$ cat config.mk
export PLATFORM = sky130hd
export DESIGN_NAME = double_ended_queue_flat
export DESIGN_NICKNAME = d
export VERILOG_FILES = /design/src/design/dq_pkg.sv /design/src/design/dq_if.sv /design/src/design/dq_ctrl.sv /design/src/design/dq_datapath.sv /design/src/design/double_ended_queue.sv /design/src/flat_wrapper.sv
export SDC_FILE = /design/constraint.sdc
export NUM_CORES = 1
export LEC_CHECK = 0
export ABC_CLOCK_PERIOD_IN_PS = 3710
export BUFFER_PORTS_ARGS = -buffer_cell sky130_fd_sc_hd__buf_2
export CAP_MARGIN = 20
export CORE_MARGIN = 2
export CORE_UTILIZATION = 55
export DETAILED_ROUTE_END_ITERATION = 8
export PLACE_DENSITY = 0.73
export SLEW_MARGIN = 25
export SYNTH_ARGS = -nofsm -noshare
export SYNTH_HDL_FRONTEND = slang
export SYNTH_SLANG_ARGS = --single-unit
$ cat constraint.sdc
create_clock -name clk -period 3.71 [get_ports clk]
set_clock_uncertainty 0.1 [all_clocks]
set_input_delay 0.1855 -clock clk [delete_from_list [all_inputs] [get_ports clk]]
set_output_delay 0.1855 -clock clk [all_outputs]
set_load 0.05 [all_outputs]
$ cat src/design/dq_pkg.sv
// Shared types, codes and default sizes for the double-ended queue.
`default_nettype none

package dq_pkg;

  localparam int DEPTH_DEFAULT      = 16;
  localparam int DATA_WIDTH_DEFAULT = 32;

  localparam int FUNC_W   = 2;
  localparam int VALUE_W  = 32;
  localparam int STATUS_W = 2;
  localparam int FILL_W   = 5;

  typedef enum logic [FUNC_W-1:0] {
    OP_PUSH_BACK  = 2'd0,
    OP_PUSH_FRONT = 2'd1,
    OP_POP_FRONT  = 2'd2,
    OP_POP_BACK   = 2'd3
  } op_t;

  typedef enum logic [STATUS_W-1:0] {
    ST_OK    = 2'd0,
    ST_FULL  = 2'd1,
    ST_EMPTY = 2'd2
  } status_t;

  typedef enum logic {
    S_IDLE   = 1'b0,
    S_RESULT = 1'b1
  } state_t;

  // controller to datapath
  typedef struct packed {
    logic exec;
  } cmd_t;

endpackage

`default_nettype wire

$ cat src/design/dq_if.sv
// Request and response channel interfaces of the double-ended queue.
`default_nettype none

interface dq_req_if;
  logic                               valid;
  logic                               ready;
  logic        [dq_pkg::FUNC_W-1:0]   func;
  logic signed [dq_pkg::VALUE_W-1:0]  push_value;

  modport source (output valid, output func, output push_value, input ready);
  modport sink   (input valid, input func, input push_value, output ready);
endinterface

interface dq_rsp_if;
  logic                               valid;
  logic                               ready;
  logic signed [dq_pkg::VALUE_W-1:0]  pop_value;
  logic        [dq_pkg::STATUS_W-1:0] status;
  logic        [dq_pkg::FILL_W-1:0]   fill_level;

  modport source (output valid, output pop_value, output status, output fill_level,
                  input ready);
  modport sink   (input valid, input pop_value, input status, input fill_level,
                  output ready);
endinterface

`default_nettype wire

$ cat src/design/dq_ctrl.sv
// Handshake controller: takes one word, then holds the result until it is taken.
`default_nettype none

module dq_ctrl (
  input  wire logic         clk,
  input  wire logic         rst,
  input  wire logic         req_valid,
  output      logic         req_ready,
  output      logic         rsp_valid,
  input  wire logic         rsp_ready,
  output      dq_pkg::cmd_t cmd
);

  dq_pkg::state_t state;
  dq_pkg::state_t state_next;

  always_ff @(posedge clk) begin
    if (rst) begin
      state <= dq_pkg::S_IDLE;
    end else begin
      state <= state_next;
    end
  end

  always_comb begin
    state_next = state;
    unique case (state)
      dq_pkg::S_IDLE: begin
        if (req_valid) state_next = dq_pkg::S_RESULT;
      end
      dq_pkg::S_RESULT: begin
        if (rsp_ready) state_next = dq_pkg::S_IDLE;
      end
      default: state_next = dq_pkg::S_IDLE;
    endcase
  end

  always_comb begin
    req_ready = 1'b0;
    rsp_valid = 1'b0;
    cmd.exec  = 1'b0;
    unique case (state)
      dq_pkg::S_IDLE: begin
        req_ready = 1'b1;
        cmd.exec  = req_valid;
      end
      dq_pkg::S_RESULT: begin
        rsp_valid = 1'b1;
      end
      default: begin
        req_ready = 1'b0;
      end
    endcase
  end

endmodule

`default_nettype wire

$ cat src/design/dq_datapath.sv
// Circular store with head and tail pointers, fill count and result registers.
`default_nettype none

module dq_datapath #(
  parameter int DEPTH      = dq_pkg::DEPTH_DEFAULT,
  parameter int DATA_WIDTH = dq_pkg::DATA_WIDTH_DEFAULT
) (
  input  wire logic                               clk,
  input  wire logic                               rst,
  input  wire dq_pkg::cmd_t                       cmd,
  input  wire logic        [dq_pkg::FUNC_W-1:0]   func,
  input  wire logic signed [dq_pkg::VALUE_W-1:0]  push_value,
  output      logic signed [dq_pkg::VALUE_W-1:0]  pop_value,
  output      logic        [dq_pkg::STATUS_W-1:0] status,
  output      logic        [dq_pkg::FILL_W-1:0]   fill_level
);

  localparam int PTR_W = $clog2(DEPTH);
  localparam int CNT_W = $clog2(DEPTH + 1);
  localparam logic [PTR_W-1:0] LAST = PTR_W'(DEPTH - 1);
  localparam logic [CNT_W-1:0] FULL_CNT = CNT_W'(DEPTH);

  logic signed [DATA_WIDTH-1:0] mem [DEPTH];

  logic [PTR_W-1:0] head, head_next;
  logic [PTR_W-1:0] tail, tail_next;
  logic [CNT_W-1:0] count, count_next;

  logic signed [DATA_WIDTH-1:0] rdata;
  logic                         pop_ok, pop_ok_next;
  dq_pkg::status_t              res_status, res_status_next;

  dq_pkg::op_t      op;
  logic             full, empty, is_push;
  logic [PTR_W-1:0] head_inc, head_dec, tail_dec, tail_inc;
  logic             wr_en;
  logic [PTR_W-1:0] wr_addr, rd_addr;
  logic signed [DATA_WIDTH-1:0] word;

  assign op      = dq_pkg::op_t'(func);
  assign full    = (count == FULL_CNT);
  assign empty   = (count == '0);
  assign is_push = (op == dq_pkg::OP_PUSH_BACK) || (op == dq_pkg::OP_PUSH_FRONT);
  assign word    = DATA_WIDTH'(push_value);

  // pointers wrap at DEPTH, which need not be a power of two
  assign head_inc = (head == LAST) ? '0 : head + PTR_W'(1);
  assign head_dec = (head == '0) ? LAST : head - PTR_W'(1);
  assign tail_inc = (tail == LAST) ? '0 : tail + PTR_W'(1);
  assign tail_dec = (tail == '0) ? LAST : tail - PTR_W'(1);

  always_comb begin
    head_next       = head;
    tail_next       = tail;
    count_next      = count;
    wr_en           = 1'b0;
    wr_addr         = tail;
    rd_addr         = head;
    pop_ok_next     = 1'b0;
    res_status_next = dq_pkg::ST_OK;
    unique case (op)
      dq_pkg::OP_PUSH_BACK: begin
        if (full) begin
          res_status_next = dq_pkg::ST_FULL;
        end else begin
          wr_en      = 1'b1;
          wr_addr    = tail;
          tail_next  = tail_inc;
          count_next = count + CNT_W'(1);
        end
      end
      dq_pkg::OP_PUSH_FRONT: begin
        if (full) begin
          res_status_next = dq_pkg::ST_FULL;
        end else begin
          wr_en      = 1'b1;
          wr_addr    = head_dec;
          head_next  = head_dec;
          count_next = count + CNT_W'(1);
        end
      end
      dq_pkg::OP_POP_FRONT: begin
        if (empty) begin
          res_status_next = dq_pkg::ST_EMPTY;
        end else begin
          rd_addr     = head;
          pop_ok_next = 1'b1;
          head_next   = head_inc;
          count_next  = count - CNT_W'(1);
        end
      end
      dq_pkg::OP_POP_BACK: begin
        if (empty) begin
          res_status_next = dq_pkg::ST_EMPTY;
        end else begin
          rd_addr     = tail_dec;
          pop_ok_next = 1'b1;
          tail_next   = tail_dec;
          count_next  = count - CNT_W'(1);
        end
      end
      default: res_status_next = dq_pkg::ST_OK;
    endcase
  end

  always_ff @(posedge clk) begin
    if (rst) begin
      head  <= '0;
      tail  <= '0;
      count <= '0;
    end else if (cmd.exec) begin
      head  <= head_next;
      tail  <= tail_next;
      count <= count_next;
    end
  end

  always_ff @(posedge clk) begin
    if (cmd.exec) begin
      if (wr_en) mem[wr_addr] <= word;
      rdata      <= mem[rd_addr];
      pop_ok     <= pop_ok_next;
      res_status <= res_status_next;
    end
  end

  assign pop_value  = pop_ok ? dq_pkg::VALUE_W'(rdata) : '0;
  assign status     = res_status;
  assign fill_level = dq_pkg::FILL_W'(count);

`ifndef NO_ASSERTIONS
  a_count_bound: assert property (@(posedge clk) disable iff (rst)
    count <= FULL_CNT)
    else $error("fill count above depth");

  a_empty_ptrs: assert property (@(posedge clk) disable iff (rst)
    (count == '0) |-> (head == tail))
    else $error("pointers differ on an empty queue");

  a_push_grows: assert property (@(posedge clk) disable iff (rst)
    (cmd.exec && is_push && !full) |=> (count == $past(count) + CNT_W'(1)))
    else $error("accepted push did not add an entry");

  a_refused_holds: assert property (@(posedge clk) disable iff (rst)
    (cmd.exec && ((is_push && full) || (!is_push && empty)))
      |=> (count == $past(count)) && (head == $past(head)) && (tail == $past(tail)))
    else $error("refused word changed the queue");

  a_idle_holds: assert property (@(posedge clk) disable iff (rst)
    !cmd.exec |=> $stable(count) && $stable(head) && $stable(tail))
    else $error("queue state moved without a word");
`endif

endmodule

`default_nettype wire

$ cat src/design/double_ended_queue.sv
// Top level of the bounded double-ended queue of signed words.
// Usage:
//   req carries one word per handshake: func (0 push back, 1 push front,
//   2 pop front, 3 pop back) and push_value. rsp returns exactly one word per
//   request: pop_value (zero unless a pop succeeded), status (0 ok, 1 full,
//   2 empty) and fill_level, the entry count after the operation.
//   Entries live in a DEPTH-deep circular store with head and tail pointers;
//   the read port of that store is registered.
//   Responses are registered: a taken request loads the result registers and
//   moves the controller to the result state, which drives rsp.valid.
//   With one result register, no new request is taken until the response is.
//   A stalled response holds steady and req.ready stays low until it is taken.
//   Reset (rst, synchronous) empties the queue and drops any pending response;
//   store contents are not cleared and are never returned before being written.
`default_nettype none

module double_ended_queue #(
  parameter int DEPTH      = dq_pkg::DEPTH_DEFAULT,
  parameter int DATA_WIDTH = dq_pkg::DATA_WIDTH_DEFAULT
) (
  input wire logic clk,
  input wire logic rst,
  dq_req_if.sink   req,
  dq_rsp_if.source rsp
);

  dq_pkg::cmd_t cmd;

  dq_ctrl u_ctrl (
    .clk       (clk),
    .rst       (rst),
    .req_valid (req.valid),
    .req_ready (req.ready),
    .rsp_valid (rsp.valid),
    .rsp_ready (rsp.ready),
    .cmd       (cmd)
  );

  dq_datapath #(
    .DEPTH      (DEPTH),
    .DATA_WIDTH (DATA_WIDTH)
  ) u_datapath (
    .clk        (clk),
    .rst        (rst),
    .cmd        (cmd),
    .func       (req.func),
    .push_value (req.push_value),
    .pop_value  (rsp.pop_value),
    .status     (rsp.status),
    .fill_level (rsp.fill_level)
  );

endmodule

`default_nettype wire
$ cat src/flat_wrapper.sv
// flat-port wrapper written by rule: the top's interface ports become plain ports
module double_ended_queue_flat 
#(
  parameter int DEPTH      = dq_pkg::DEPTH_DEFAULT,
  parameter int DATA_WIDTH = dq_pkg::DATA_WIDTH_DEFAULT
)
  (clk, rst, req_valid, req_func, req_push_value, req_ready, rsp_valid, rsp_pop_value, rsp_status, rsp_fill_level, rsp_ready);
  dq_req_if req_i ();
  dq_rsp_if rsp_i ();
  input wire logic clk;
  input wire logic rst;
  input wire logic [$bits(req_i.valid)-1:0] req_valid;
  input wire logic [$bits(req_i.func)-1:0] req_func;
  input wire logic [$bits(req_i.push_value)-1:0] req_push_value;
  output wire logic [$bits(req_i.ready)-1:0] req_ready;
  output wire logic [$bits(rsp_i.valid)-1:0] rsp_valid;
  output wire logic [$bits(rsp_i.pop_value)-1:0] rsp_pop_value;
  output wire logic [$bits(rsp_i.status)-1:0] rsp_status;
  output wire logic [$bits(rsp_i.fill_level)-1:0] rsp_fill_level;
  input wire logic [$bits(rsp_i.ready)-1:0] rsp_ready;
  assign req_i.valid = req_valid;
  assign req_i.func = req_func;
  assign req_i.push_value = req_push_value;
  assign req_ready = req_i.ready;
  assign rsp_valid = rsp_i.valid;
  assign rsp_pop_value = rsp_i.pop_value;
  assign rsp_status = rsp_i.status;
  assign rsp_fill_level = rsp_i.fill_level;
  assign rsp_i.ready = rsp_ready;
  double_ended_queue #(.DEPTH(DEPTH), .DATA_WIDTH(DATA_WIDTH)) u_core (.clk(clk), .rst(rst), .req(req_i), .rsp(rsp_i));
endmodule
---- Word-level counts from Yosys, hierarchy flattened ----
Memory sizes are Yosys's and may differ from the RTL's. A register that Yosys moved wholly into a read port is not among the register bits.
Cells that the tools add are included.
W data, S select, Z words.
word-level totals
  register bits after elaboration ......... 17
  RAM bits ................................ 512
  input bits .............................. 38
  logic and storage cells ................. 70
  memories ................................ 1
cells by class
  add/sub/neg operators ................... 6
  eq/ne operators ......................... 12
  mux-type cells .......................... 33
  bitwise operators ....................... 1
  reduce and logical (&&, ||, !) cells .... 11
memories
  memory                 words  width  rd ports  clocked after Yosys merged registers in  wr ports  RTL line           text
  u_core.u_datapath.mem  16     32     1         1                                        1         dq_datapath.sv:23  logic signed [DATA_WIDTH-1:0] mem [DEPTH];
operator list
  cell                   number
  $mux W4                12
  $mux W32               1
  $pmux W4 S2            2
  $mux W1                12
  $ne A2 B2 Y1 const B   6
  $mux W5                2
  $pmux W5 S2            1
  $add A4 B1 Y4 const B  2
  $eq A4 B4 Y1 const B   2
  $logic_not A4 Y1       2
  $reduce_and A4 Y1      2
  $sub A4 B1 Y4 const B  2
  $add A5 B1 Y5 const B  1
  $eq A5 B5 Y1 const B   1
  $logic_not A5 Y1       1
  $sub A5 B1 Y5 const B  1
  $eq A2 B2 Y1 const B   2
  $pmux W2 S2            1
  $reduce_bool A2 Y1     2
  $reduce_or A2 Y1       2
  $reduce_and A3 Y1      1
  $eq A2 B1 Y1 const B   1
  $logic_not A2 Y1       1
  $mux W2                1
  other kinds (2)        2

---- Longest topological paths before layout ----
Gate-level depths: netlist (run 1).
  word-level depth ........................ 6
  gate-level depth with buffers ........... 11
  gate-level depth less buffers ........... 8

---- By module ----
From an unflattened synthesis (run 1), not the netlist that was laid out.
unflattened totals
  cells, all modules ...................... 1394
  area, all modules ....................... 21977.3 sq um
modules (own cells, without submodules)
  module       instances  cells an instance  area an instance (sq um)  sequential area each (sq um)
  dq_datapath  1          1389               21933.5                   16686.0
  dq_ctrl      1          5                  43.8                      20.0

---- Worst setup path after synthesis (run 1) ----
No wires, ideal clock.
  path type ............................... register to register
  start point ............................. reg u_core.u_datapath.count[0] (netlist: u_core.u_datapath.fill_level[0])
  end point ............................... mem u_core.u_datapath.mem[1][0] (netlist name), enable pin
  arrival time ............................ 3.424 ns
  path slack .............................. -0.235 ns
  stages on the path, launching flop included .. 9
  buffers on the path ..................... 2
  clock period less this slack ............ 3.945 ns
  path through ............................ dfxtp_1 -> or4_1 -> buf_2 -> o211a_1 -> clkbuf_1 -> nor2_1 -> a21oi_1 -> nand3b_1 -> nor2_1
on the way
  word-level cells in the longest chain between the ends .. 6
  elaborated cells on any way between the ends .. 8
  those cells by class .................... 1 x eq/ne; 7 x mux
ends and longest elaborated chain
  what                           RTL line                              text
  from (decl)                    dq_datapath.sv:27                     logic [CNT_W-1:0] count, count_next;
  from (signal assigned)         dq_datapath.sv:114                    count <= count_next;
  $eq A5 B5 Y1 *                 dq_datapath.sv:41                     assign full = (count == FULL_CNT);
  $mux W1                        dq_datapath.sv:63, dq_datapath.sv:73
  $mux W1                        --
  $mux W1                        dq_datapath.sv:120                    if (wr_en) mem[wr_addr] <= word;
  $mux W1                        dq_datapath.sv:119                    if (cmd.exec) begin
  $mux W1 (not written as such)  dq_datapath.sv:120
  to (decl)                      dq_datapath.sv:23
Mark *: on every way between the ends. The rest lies on a longest branch, timed or not.

---- Worst setup path after layout (run 1) ----
  start point ............................. reg u_core.u_datapath.count[0] (netlist: u_core.u_datapath.fill_level[0])
  end point ............................... reg u_core.u_datapath.rdata[26], read port of u_core.u_datapath.mem (data pin)
on the way
  word-level cells in the longest chain between the ends .. 3
ends and longest elaborated chain
  what              RTL line           text
  $logic_not A5 Y1  dq_datapath.sv:42  assign empty = (count == '0);
  $mux W4           dq_datapath.sv:93  if (empty) begin
  $mux W4           --
  to (decl)         dq_datapath.sv:29  logic signed [DATA_WIDTH-1:0] rdata;
Every way passes these cells.
A chain may end at the register's enable or synchronous reset.

==> summary.md, run 1 <==
| Metric | Value |
|---|---|
| Result of the run | finished, final reports clean |
| CTS tree | yes |
| Total Wirelength | 55.2 mm |
| Post-layout worst setup margin | about 0.28 ns |
| Max Slew Vio Count | 0 |
| Number of library cell types mapped by synthesis | approximately 50 |
| # IOs | between 70 and 80 |
| Dominant combinational cell family by area after synthesis | compound AO/OA/AOI/OAI gates |
| Fraction of synthesized cell area taken by the top area cell type | slightly above 70% |
| Final weighted congestion in routability-driven placement | a little under 0.8 |
| Top post-synthesis cells by area | sky130_fd_sc_hd__edfxtp_1 (72%), sky130_fd_sc_hd__nand2_1 (3.4%), sky130_fd_sc_hd__a32oi_1 (2.5%) |
| Fillcell total | about 2800 |
| Post-synth top area cell | sky130_fd_sc_hd__edfxtp_1 |
| Number of nets in the layout | roughly 1800 |
| Launch point of the critical path | u_core.u_datapath.fill_level[0] |
| Worst hold path class | in -> reg |
| Number of synthesized register bits | 561 |
| Post-detailed-route count of antenna-violating nets | 0 |
| Final-report hold violation count | 0 |
| Summed instance area of the synthesized netlist | 0.0228 sq mm |
| Number of enable-type register cells in the synthesized netlist | between 500 and 600 |
| Final critical-path share of the clock period | 92.4% |
| Die span in y | between 200 and 250 microns |
| Worst path required time | ~4.0 ns |
| HPWL after detailed placement | approximately 30 mm |
| Combined flip-flop and latch cell area | 0.0167 sq mm |
| Detailed-route vias per instance | 6.38 |
| Combined area of the multi-input logic cells | about 0.0056 sq mm |
| Syn Area/Cell | between 10 and 15 sq um |
| Post-cts sizing count | 0 |
| Max Cap Viol | 0 |
| Post-synthesis mux area share | less than 1% |
| Post-layout util | 64.2% |
| Htree depth | 2 |
| Cell breakdown of the critical path | or4_1 -> o21ai_4 -> mux2_8 -> buf_12 -> a211o_1 -> a32o_1 -> a221o_1 |
| Synthesized netlist net count | around 1600 |
| Router iterations before antenna repair | 5 |
| Leading register cell type out of synthesis | sky130_fd_sc_hd__edfxtp_1 |
| Vias | 14545 |
| Count of final setup violators | 0 |
| Number of cell rows | 74 |
| Pin slew with the least headroom to its limit | about 0.90 ns |
| Peak supply drop | roughly 0.44 mV |
| Area of the core region | 0.0408 sq mm |
| First DRT Iteration DRCs | roughly 1800 |
| Share of synthesized flip-flops with an asynchronous set or reset | 0% |
| WP buf/inv | 1 |
| Most instantiated cells after synthesis | sky130_fd_sc_hd__edfxtp_1 (547), sky130_fd_sc_hd__nand2_1 (205), sky130_fd_sc_hd__nand3_1 (99) |
| Share of layout cells above drive strength 1 | between 10% and 20% |
| Area added between synthesis and finish | 15.3% |
| Post-synthesis cell count | roughly 1600 |
| Source of the worst register-to-register timing path | u_core.u_datapath.fill_level[0] |
| Critical Path Start Type | flop |
| Hold_sp | req_valid |
| Width of the chip | 207 microns |
| Relative slew slack | 39.5% |
| Clock latency of the later-clocked register in the worst-skew pair | around 0.6 ns |
| Pre-CTS worst setup slack | between 0.3 and 0.4 ns |
| Type of element capturing the critical path | flop |
| Pin count of the biggest net entering global routing | 129 |
| Clock tree sinks | 561 |
| Antenna violations before repair | 0 |
| Total overflow reported by the global router | 0 |
| Areal power density over the cells | 576 mW/mm^2 |
| Synth Area in Simple Gates | 9.39% |
| Diodes inserted | 0 |
| Routed wire per std cell | approximately 24 microns |
| Most numerous cell in the Yosys netlist | sky130_fd_sc_hd__edfxtp_1 |
| Maximum fanout along the worst path | 52 |
| Global-route wire length before repair | 84.2 mm |
| Yosys warning count | 0 |
| Clock slew at reported path FFs | roughly 0.06 ns |
| Arrival time at the worst endpoint | roughly 3.7 ns |
| Max Clock Freq | between 200 and 300 MHz |
| Remaining DRCs | 0 |
| Post-synthesis compound-gate area fraction | a little over an eighth |
| Final critical path time including I/O delays and setup | roughly 3.4 ns |
| Class of the most critical setup path | reg -> reg |
| Number of global-route vias before repair | 14243 |
| Sequential fraction of the synthesis area | between 70% and 80% |
| Arithmetic-cell share of the synthesized area counting full adders, half adders and majority gates | less than 1% |
| PortBufs | 78 |
| Slowest stage cell on the critical path | sky130_fd_sc_hd__or4_1 |
| Number of clock buffers inserted by TritonCTS | 53 |
| Xor-xnor portion of the synthesized cell area | less than 1% |
| Static power due to leakage | between 8 and 9 nW |
| Max incr delay on CP | ~0.8 ns |
| Max Buffers Root-to-Sink | 3 |
| Root buffer selected by CTS | sky130_fd_sc_hd__clkbuf_16 |
| Effective utilization at floorplan | 55.7% |
| Die ar. | 0.0430 sq mm |
| Largest delay share family, worst path | compound AO/OA/AOI/OAI gates |
| RSZ-0062 raised after global routing | false |
| GRT Resource Usage Total | 25.4% |
[report_power, final]
| part | leakage (nW) | switching, W | internal (W) |
|---|---|---|---|
| Clock | 0.792 | 0.00227 | 0.00284 |
| Combinational | 3.12 | 0.00178 | 0.000979 |
| Sequential | 5.06 | 0.0000865 | 0.00717 |
| Total | 8.97 | 0.00413 | 0.0110 |
[sequential cells by signal, indices dropped and copies added (netlist names)]
name / flops
u_core.u_datapath.mem: 512
u_core.u_datapath.fill_level: 5
u_core.u_datapath.head: 4
u_core.u_datapath.status: 2
u_core.u_ctrl.state: 1
u_core.u_datapath.pop_ok: 1
u_core.u_datapath.rdata: 32
u_core.u_datapath.tail: 4
[timing repair]
| action | in CTS | in global routing |
|---|---|---|
| hold buffers | 36 | 0 |
| buffers inserted | 0 | 0 |
| endpoints found under the hold margin | 527 | 0 |
| setup endpoints to repair | 0 | 0 |
[worst min-delay path, cell delays in order]
cell and delay, ns:
sky130_fd_sc_hd__buf_2 0.10, sky130_fd_sc_hd__nand2_1 0.17, sky130_fd_sc_hd__a221oi_1 0.09, sky130_fd_sc_hd__xnor2_1 0.13, sky130_fd_sc_hd__nor2_1 0.04
[kinds of logic (layout without fill, tap and decap cells)]
| family | Yosys count | count (layout) |
|---|---|---|
| flip-flops | 561 | 561 |
| AND/OR/NAND/NOR | 458 | 458 |
| AO/OA/AOI/OAI | 407 | 407 |
| buffers and inverters | 144 | 299 |
| XOR/XNOR | 10 | 10 |
| adder cells (fa/ha/maj) | 8 | 8 |
| multiplexers | 5 | 5 |
[cell usage in the layout (no fill, tap or decap), types with 4 or more instances in the layout]
cell type,instances
sky130_fd_sc_hd__clkinv_1,12
sky130_fd_sc_hd__and2_1,33
sky130_fd_sc_hd__clkbuf_1,14
sky130_fd_sc_hd__a21oi_1,79
sky130_fd_sc_hd__nor2_1,21
sky130_fd_sc_hd__inv_1,9
sky130_fd_sc_hd__a211oi_1,4
sky130_fd_sc_hd__dfxtp_1,14
sky130_fd_sc_hd__buf_4,53
sky130_fd_sc_hd__ha_1,7
sky130_fd_sc_hd__clkinv_2,11
sky130_fd_sc_hd__buf_12,23
sky130_fd_sc_hd__buf_2,78
sky130_fd_sc_hd__a32o_1,32
sky130_fd_sc_hd__xnor2_1,8
sky130_fd_sc_hd__dlygate4sd3_1,36
sky130_fd_sc_hd__nor2_4,17
sky130_fd_sc_hd__a31oi_1,35
sky130_fd_sc_hd__o21ai_0,71
sky130_fd_sc_hd__nand2b_1,4
sky130_fd_sc_hd__a21o_1,5
sky130_fd_sc_hd__edfxtp_1,547
sky130_fd_sc_hd__and3_1,64
sky130_fd_sc_hd__nand2_1,204
sky130_fd_sc_hd__a32oi_1,64
sky130_fd_sc_hd__a211o_1,64
sky130_fd_sc_hd__nand3_1,99
sky130_fd_sc_hd__a221o_1,32
sky130_fd_sc_hd__clkbuf_16,53
[per-layer routing]
metal	part of all wire (%)	track usage, %
met5	0	0
met4	2.7	9.24
met3	8.3	4.61
met2	48	40.6
met1	41	35.3
[area by class of cell]
| class | instances | area share [%] |
|---|---|---|
| tap | 532 | 2.54 |
| sequential | 561 | 63.7 |
| clock buffer | 67 | 5.26 |
| inverter | 10 | 0.143 |
| clock inverter | 30 | 0.911 |
| multi-input combinational | 888 | 21.2 |
| timing repair buffer | 192 | 6.23 |
[path summary, 6_finish.rpt]
check,to,slack [ns],cells past startpoint
setup / recovery,u_core.u_datapath.rdata[26],0.28,7
hold / removal,u_core.u_datapath.tail[2],0.06,5
setup reg to reg,u_core.u_datapath.rdata[26],0.28,7
hold reg to reg,u_core.u_datapath.fill_level[2],0.48,2
[stage by stage]
| stage | cell area (sq um) | hold WS (ns) | TNS, ns | instances | total power (W) |
|---|---|---|---|---|---|
| finish | 26200 | 0.0604 | 0 | 2280 | 0.0151 |
| global route | 26200 | 0.0896 | 0 | 2280 | 0.0156 |
| CTS | 26200 | 0.0493 | 0 | 2280 | 0.0151 |
| detailed placement | 24300 | 0.277 | 0 | 2147 | 0.0101 |
| global placement | 24200 | 0.272 | 0 | 2145 | 0.0100 |
| floorplan | 22800 | 0.158 | -86.24 | 1593 | 0.00925 |
(Power assumes the default switching activity.)
==> run 2: changes to the inputs <==
--- a/config.mk
+++ b/config.mk
@@ -8,6 +8,7 @@
 export ABC_CLOCK_PERIOD_IN_PS = 3710
 export BUFFER_PORTS_ARGS = -buffer_cell sky130_fd_sc_hd__buf_2
 export CAP_MARGIN = 20
+export CORE_ASPECT_RATIO = 1.2
 export CORE_MARGIN = 2
 export CORE_UTILIZATION = 55
 export DETAILED_ROUTE_END_ITERATION = 8
==> run 2 against run 1 <==
Net effect: sequential power about the same; highest routed layer unchanged; via count decreased by 1.4%; sequential share of layout area increased by 0.15 points; non-clock buffer count is 5 lower; utilization is essentially flat; clock power grew 1%; critical path depth stayed put; worst setup slack improved by 0.078 ns; global-route usage down 0.55 points.
==> summary.md, run 2 (synthesis results as in run 1) <==
| Metric | Value |
|---|---|
| Result of the run | finished, final reports clean |
| GRT Resource Usage Total | 24.9% |
| Pre-CTS worst setup slack | approximately 0.40 ns |
| Number of clock buffers inserted by TritonCTS | 52 |
| Largest Register | u_core.u_datapath.mem |
| Antenna violations before repair | 1 |
| Areal power density over the cells | just under 600 mW/mm^2 |
| Static power due to leakage | just under 9 nW |
| Clock tree sinks | around 560 |
| Area added between synthesis and finish | 15.0% |
| Max reg flops | 512 |
| PortBufs | between 70 and 80 |
| Routed wire per std cell | approximately 23 microns |
| Arrival time at the worst endpoint | approximately 3.6 ns |
| Router iterations before antenna repair | 6 |
| Most used cells in the layout excluding fill and tap cells | sky130_fd_sc_hd__edfxtp_1 (547), sky130_fd_sc_hd__nand2_1 (204), sky130_fd_sc_hd__nand3_1 (99), sky130_fd_sc_hd__a21oi_1 (79), sky130_fd_sc_hd__buf_2 (78) |
| Count of final setup violators | 0 |
| # IOs | between 70 and 80 |
| Die span in y | between 200 and 250 microns |
| Max Slew Vio Count | 0 |
| Number of nets in the layout | around 1700 |
| First DRT Iteration DRCs | 1599 |
| Pin slew with the least headroom to its limit | roughly 0.9 ns |
| Grt met1 use | 32.9% |
| Max Buffers Root-to-Sink | 3 |
| RSZ-0062 raised after global routing | false |
| Post-detailed-route count of antenna-violating nets | 0 |
| Worst path required time | 3.94 ns |
| Number of global-route vias before repair | approximately 14000 |
| Clock slew at reported path FFs | approximately 0.06 ns |
| Post-layout worst setup margin | between 0.3 and 0.4 ns |
| Non-filler instance count after layout | around 2300 |
| WP buf/inv | 1 |
| Max Clock Freq | between 200 and 300 MHz |
| Detailed-route vias per instance | roughly 6.3 |
| Final critical path time including I/O delays and setup | around 3.4 ns |
| Sum of internal, switching and leakage power | about 0.015 W |
| Root buffer selected by CTS | sky130_fd_sc_hd__clkbuf_16 |
| Met2 global-route usage | between 40% and 50% |
| Width of the chip | 190 microns |
| Cell breakdown of the critical path | or4_1 -> o21ai_4 -> mux2_8 -> buf_12 -> a211o_1 -> a32o_1 -> a221o_1 |
| Pin count of the biggest net entering global routing | 129 |
| Global-route wire length before repair | 81.5 mm |
| Number of cell rows | a little over 80 |
| Class of the most critical setup path | reg -> reg |
| Total overflow reported by the global router | 0 |
| Final critical-path share of the clock period | 90.3% |
| Busiest grt layer | met2 |
| CTS tree | yes |
| Area of the core region | ~0.041 sq mm |
| Clock latency of the later-clocked register in the worst-skew pair | 0.59 ns |
| Peak supply drop | around 0.42 mV |
| Final weighted congestion in routability-driven placement | approximately 0.79 |
| Vias | approximately 14000 |
| Maximum fanout along the worst path | between 50 and 60 |
| Largest delay share family, worst path | compound AO/OA/AOI/OAI gates |
| Remaining DRCs | 0 |
| Routing usage on met3 | 3.23% |
| Type of element capturing the critical path | flop |
| Post-cts sizing count | 0 |
| Worst hold path class | in -> reg |
| Effective utilization at floorplan | 55.9% |
| Critical Path Start Type | flop |
| Max incr delay on CP | roughly 0.73 ns |
| Share of layout cells above drive strength 1 | between 10 and 15% |
| Slowest stage cell on the critical path | sky130_fd_sc_hd__or4_1 |
| Total Wirelength | between 50 and 60 mm |
| Diodes inserted | 0 |
| Die ar. | 0.0430 sq mm |
| HPWL after detailed placement | slightly below 30 mm |
| Relative slew slack | 38.4% |
| Final-report hold violation count | 0 |
| Htree depth | 2 |
| Most frequent standard cell in the layout excluding fill and tap cells | sky130_fd_sc_hd__edfxtp_1 |
| Max Cap Viol | 0 |
| DP Cell Count | 2150 |
==> run 2: final timing paths <==
check,start,end,slack [ns],cells after the start
setup / recovery,u_core.u_datapath.fill_level[0],u_core.u_datapath.rdata[15],0.36,7
hold / removal,req_func[1],u_core.u_datapath.status[0],0.04,2
setup reg to reg,u_core.u_datapath.fill_level[0],u_core.u_datapath.rdata[15],0.36,7
hold reg to reg,u_core.u_datapath.fill_level[3],u_core.u_datapath.fill_level[3],0.47,2
==> run 2: per-layer routing <==
layer	part of all wire [%]	routed length, microns	vias up
met5	0	0	-
li1	-	-	6451
met4	2.8	1500	0
met2	50	26700	608
met1	40	21400	7178
met3	6.7	3550	107
==> run 2: power breakdown <==
part	switching, W	internal [W]	total (W)
registers	0.0000786	0.00717	0.00725
clock network	0.00222	0.00293	0.00515
logic	0.00175	0.000953	0.00270
==> run 2: final cells by class <==
cell class / instances / area [sq um]
Multi-Input combinational cell: 888 / 5570
Inverter: 10 / 37.5
Fill cell: 2895 / 14600
Tap cell: 539 / 674
Sequential cell: 561 / 16700
Timing Repair Buffer: 187 / 1530
Clock inverter: 30 / 255
Clock buffer: 65 / 1390
==> run 2: stage by stage <==
stage	TNS [ns]	hold WS, ns	area (sq um)	util [%]
finish	0	0.0406	26200	64.2
global placement	0	0.271	24200	59.3
global route	0	0.0440	26200	64.2
floorplan	-86.24	0.158	22800	-
CTS	0	0.00641	26200	64.2
detailed placement	0	0.279	24200	59.3
==> run 2: what timing repair did <==
action,4_1_cts,5_1_grt
hold buffers,35,0
setup buffers,0,0
endpoints found under the hold margin,526,0
==> run 3: changes to the inputs <==
--- a/config.mk
+++ b/config.mk
@@ -10,10 +10,12 @@
 export CAP_MARGIN = 20
 export CORE_ASPECT_RATIO = 1.2
 export CORE_MARGIN = 2
-export CORE_UTILIZATION = 55
+export CORE_UTILIZATION = 35
 export DETAILED_ROUTE_END_ITERATION = 8
-export PLACE_DENSITY = 0.73
+export PLACE_DENSITY = 0.5
+export SKIP_CTS_REPAIR_TIMING = 1
 export SLEW_MARGIN = 25
 export SYNTH_ARGS = -nofsm -noshare
 export SYNTH_HDL_FRONTEND = slang
+export SYNTH_HIERARCHICAL = 1
 export SYNTH_SLANG_ARGS = --single-unit
==> run 3 against run 2 <==
Net effect: register-to-register slack got worse by 0.16 ns; combinational power fell by 6%; via count fell by 12%; non-clock buffer count fell by 24; global-route usage fell by 7.4 points; largest power group unchanged; total power rose by 1.1%; first-iteration DRC count fell by 33%.
==> summary.md, run 3 <==
| Metric | Value |
|---|---|
| Fillcell total | ~5600 |
| Die span in y | approximately 280 microns |
| Worst setup path end | u_core/u_datapath/rdata[13] |
| Share of synthesized flip-flops with an asynchronous set or reset | 0% |
| Effective utilization at floorplan | 35.4% |
| Die ar. | about 0.065 sq mm |
| Diodes inserted | 0 |
| Maximum fanout along the worst path | 35 |
| Final-report hold violation count | 0 |
| Combined area of the multi-input logic cells | 0.00505 sq mm |
| Clock tree sinks | between 500 and 600 |
| Router iterations before antenna repair | 5 |
| Top post-synthesis cells by area | sky130_fd_sc_hd__edfxtp_1 (75%), sky130_fd_sc_hd__mux2i_1 (6.0%), sky130_fd_sc_hd__a21oi_1 (3.3%) |
| RSZ-0062 raised after global routing | false |
| Root buffer selected by CTS | sky130_fd_sc_hd__clkbuf_16 |
| PortBufs | between 70 and 80 |
| CTS tree | yes |
| Areal power density over the cells | 588 mW/mm^2 |
| Clock slew at reported path FFs | about 0.06 ns |
| Source of the worst register-to-register timing path | u_core/u_datapath/tail[0] |
| Htree depth | 2 |
| Number of library cell types mapped by synthesis | 55 |
| Pin count of the biggest net entering global routing | between 80 and 90 |
| Total overflow reported by the global router | 0 |
| Leading register cell type out of synthesis | sky130_fd_sc_hd__edfxtp_1 |
| Synthesized netlist net count | around 1400 |
| Share of layout cells above drive strength 1 | between 10% and 20% |
| Launch point of the critical path | u_core/u_datapath/tail[0] |
| Detailed-route vias per instance | 5.29 |
| Yosys warning count | 6 |
| Result of the run | finished, final reports clean |
| # IOs | slightly below 80 |
| Type of element capturing the critical path | flop |
| Antenna violations before repair | 1 |
| Final critical path time including I/O delays and setup | approximately 3.5 ns |
| Sequential fraction of the synthesis area | between 70% and 80% |
| Total Wirelength | roughly 57 mm |
| Count of final setup violators | 0 |
| Most instantiated cells after synthesis | sky130_fd_sc_hd__edfxtp_1 (547), sky130_fd_sc_hd__a21oi_1 (144), sky130_fd_sc_hd__nand2_1 (143) |
| Max Buffers Root-to-Sink | 3 |
| Clock latency of the later-clocked register in the worst-skew pair | a little over 0.6 ns |
| Capturing point of the worst reg2reg path | u_core/u_datapath/rdata[13] |
| Number of synthesized register bits | around 560 |
| Accumulated negative setup slack | 0 ns |
| DP Cell Count | about 2300 |
| Number of global-route vias before repair | approximately 12000 |
| Non-filler instance count after layout | 2382 |
| Pin slew with the least headroom to its limit | approximately 0.75 ns |
| Peak supply drop | 0.387 mV |
| Worst hold path class | in -> reg |
| HPWL after detailed placement | roughly 31 mm |
| Relative slew slack | 48.8% |
| Max reg flops | 512 |
| Routed wire per std cell | about 24 microns |
| Max Cap Viol | 0 |
| Most frequent standard cell in the layout excluding fill and tap cells | sky130_fd_sc_hd__edfxtp_1 |
| Post-synth top area cell | sky130_fd_sc_hd__edfxtp_1 |
| Final critical-path share of the clock period | a little over nine tenths |
| Count of cells along the worst register-to-register path | 9 |
| Number of clock buffers inserted by TritonCTS | between 50 and 60 |
| Worst path required time | just under 4 ns |
| Combined flip-flop and latch cell area | ~0.017 sq mm |
| Critical Path Start Type | flop |
| Width of the chip | approximately 230 microns |
| Max Slew Vio Count | 0 |
| Remaining DRCs | 0 |
| Vias | 12589 |
| Most numerous cell in the Yosys netlist | sky130_fd_sc_hd__edfxtp_1 |
| Most used cells in the layout excluding fill and tap cells | sky130_fd_sc_hd__edfxtp_1 (547), sky130_fd_sc_hd__a21oi_1 (144), sky130_fd_sc_hd__nand2_1 (143), sky130_fd_sc_hd__mux2i_1 (130), sky130_fd_sc_hd__buf_2 (78) |
| Post-layout util | 41.9% |
| GRT Resource Usage Total | between 10% and 20% |
| Final weighted congestion in routability-driven placement | roughly 0.79 |
| Worst reg2reg setup slack | about 0.2 ns |
| Class of the most critical setup path | reg -> reg |
| Number of nets in the layout | 1574 |
| Area of the core region | between 0.06 and 0.07 sq mm |
| Placed instance area | 0.0239 sq mm |
| Area added between synthesis and finish | 18.2% |
| First DRT Iteration DRCs | ~1100 |
| Syn Area/Cell | between 15 and 20 sq um |
| Post-detailed-route count of antenna-violating nets | 0 |
| Summed instance area of the synthesized netlist | 0.0220 sq mm |
| Arrival time at the worst endpoint | 3.75 ns |
| Max Clock Freq | 284 MHz |
| Global-route wire length before repair | 82.8 mm |
| Fraction of synthesized cell area taken by the top area cell type | between 70 and 80% |
| Final Cell Area | roughly 0.026 sq mm |
| Post-synthesis cell count | roughly 1400 |
| Static power due to leakage | approximately 9 nW |
| Number of cell rows | 100 |
| Number of enable-type register cells in the synthesized netlist | between 500 and 600 |
| Largest Register | u_core/u_datapath/mem |
[run 3: changes by cell type after synthesis, sizes merged, moves of 62 or more]
cell / previous run / this run
a211o: 64 / 0
a21oi: 79 / 145
a32oi: 65 / 2
mux2i: 3 / 131
nand3: 99 / 1
o21ai: 74 / 10
o22ai: 0 / 62
[run 3: cell type report]
| cell class | count | area share (%) |
|---|---|---|
| timing repair buffer | 163 | 5.48 |
| inverter | 8 | 0.116 |
| multi-input combinational | 739 | 19.5 |
| sequential | 561 | 64.3 |
| clock inverter | 28 | 1.05 |
| tap | 816 | 3.93 |
| clock buffer | 67 | 5.64 |
[run 3: cells by family (layout without fill, tap and decap cells)]
family	count (synthesis)	count (layout)	share of synthesized area (%)
buffers and inverters	94	266	1.84
adders and majority gates	8	8	0.490
AOI/OAI and AO/OA	311	311	9.02
muxes	138	138	6.33
xor gates and xnor gates	11	11	0.438
DFF	561	561	76.0
and+or+nand+nor	271	271	5.86
[run 3: per-layer routing]
metal / global-route usage (%) / wire length [microns] / part of all wire [%]
met1: 23.1 / 24500 / 43
met2: 29.8 / 28200 / 50
met3: 2.35 / 2620 / 4.6
met4: 4.96 / 1260 / 2.2
met5: 0 / 0 / 0
[run 3: worst min-delay path by stage]
stage	start	to	slack [ns]	cells after the start
2_1_floorplan	rst	u_core/u_ctrl/state	0.16	1
3_3_place_gp	rsp_ready	u_core/u_ctrl/state	0.28	2
3_5_place_dp	rsp_ready	u_core/u_ctrl/state	0.28	2
4_1_cts	rsp_ready	u_core/u_ctrl/state	-0.38	2
5_1_grt	req_func[1]	u_core/u_datapath/pop_ok	0.09	3
6_report	req_func[1]	u_core/u_datapath/pop_ok	0.05	3
[run 3: power breakdown]
| part | switching (W) | internal (W) | total, W |
|---|---|---|---|
| Combinational | 0.00170 | 0.000859 | 0.00255 |
| Sequential | 0.0000954 | 0.00718 | 0.00727 |
| Clock | 0.00231 | 0.00313 | 0.00545 |
[run 3: critical path, stage by stage (launching register included)]
cell and delay (ns):
sky130_fd_sc_hd__dfxtp_1 0.48, sky130_fd_sc_hd__inv_1 0.11, sky130_fd_sc_hd__ha_1 0.29, sky130_fd_sc_hd__nand2b_1 0.12, sky130_fd_sc_hd__o21ai_1 0.13, sky130_fd_sc_hd__mux2i_4 0.62, sky130_fd_sc_hd__buf_12 0.33, sky130_fd_sc_hd__mux2i_1 0.27
sky130_fd_sc_hd__o22ai_1 0.16, sky130_fd_sc_hd__or4_1 0.59
[run 3: stage by stage]
step | worst slack, ns | total power (W) | hold WS (ns)
3_5_place_dp | 0.108 | 0.00995 | 0.279
5_1_grt | 0.0224 | 0.0159 | 0.0918
6_report | 0.195 | 0.0153 | 0.0520
2_1_floorplan | 0.00768 | 0.00905 | 0.158
4_1_cts | 0.0972 | 0.0154 | -0.381
3_3_place_gp | 0.160 | 0.00993 | 0.276
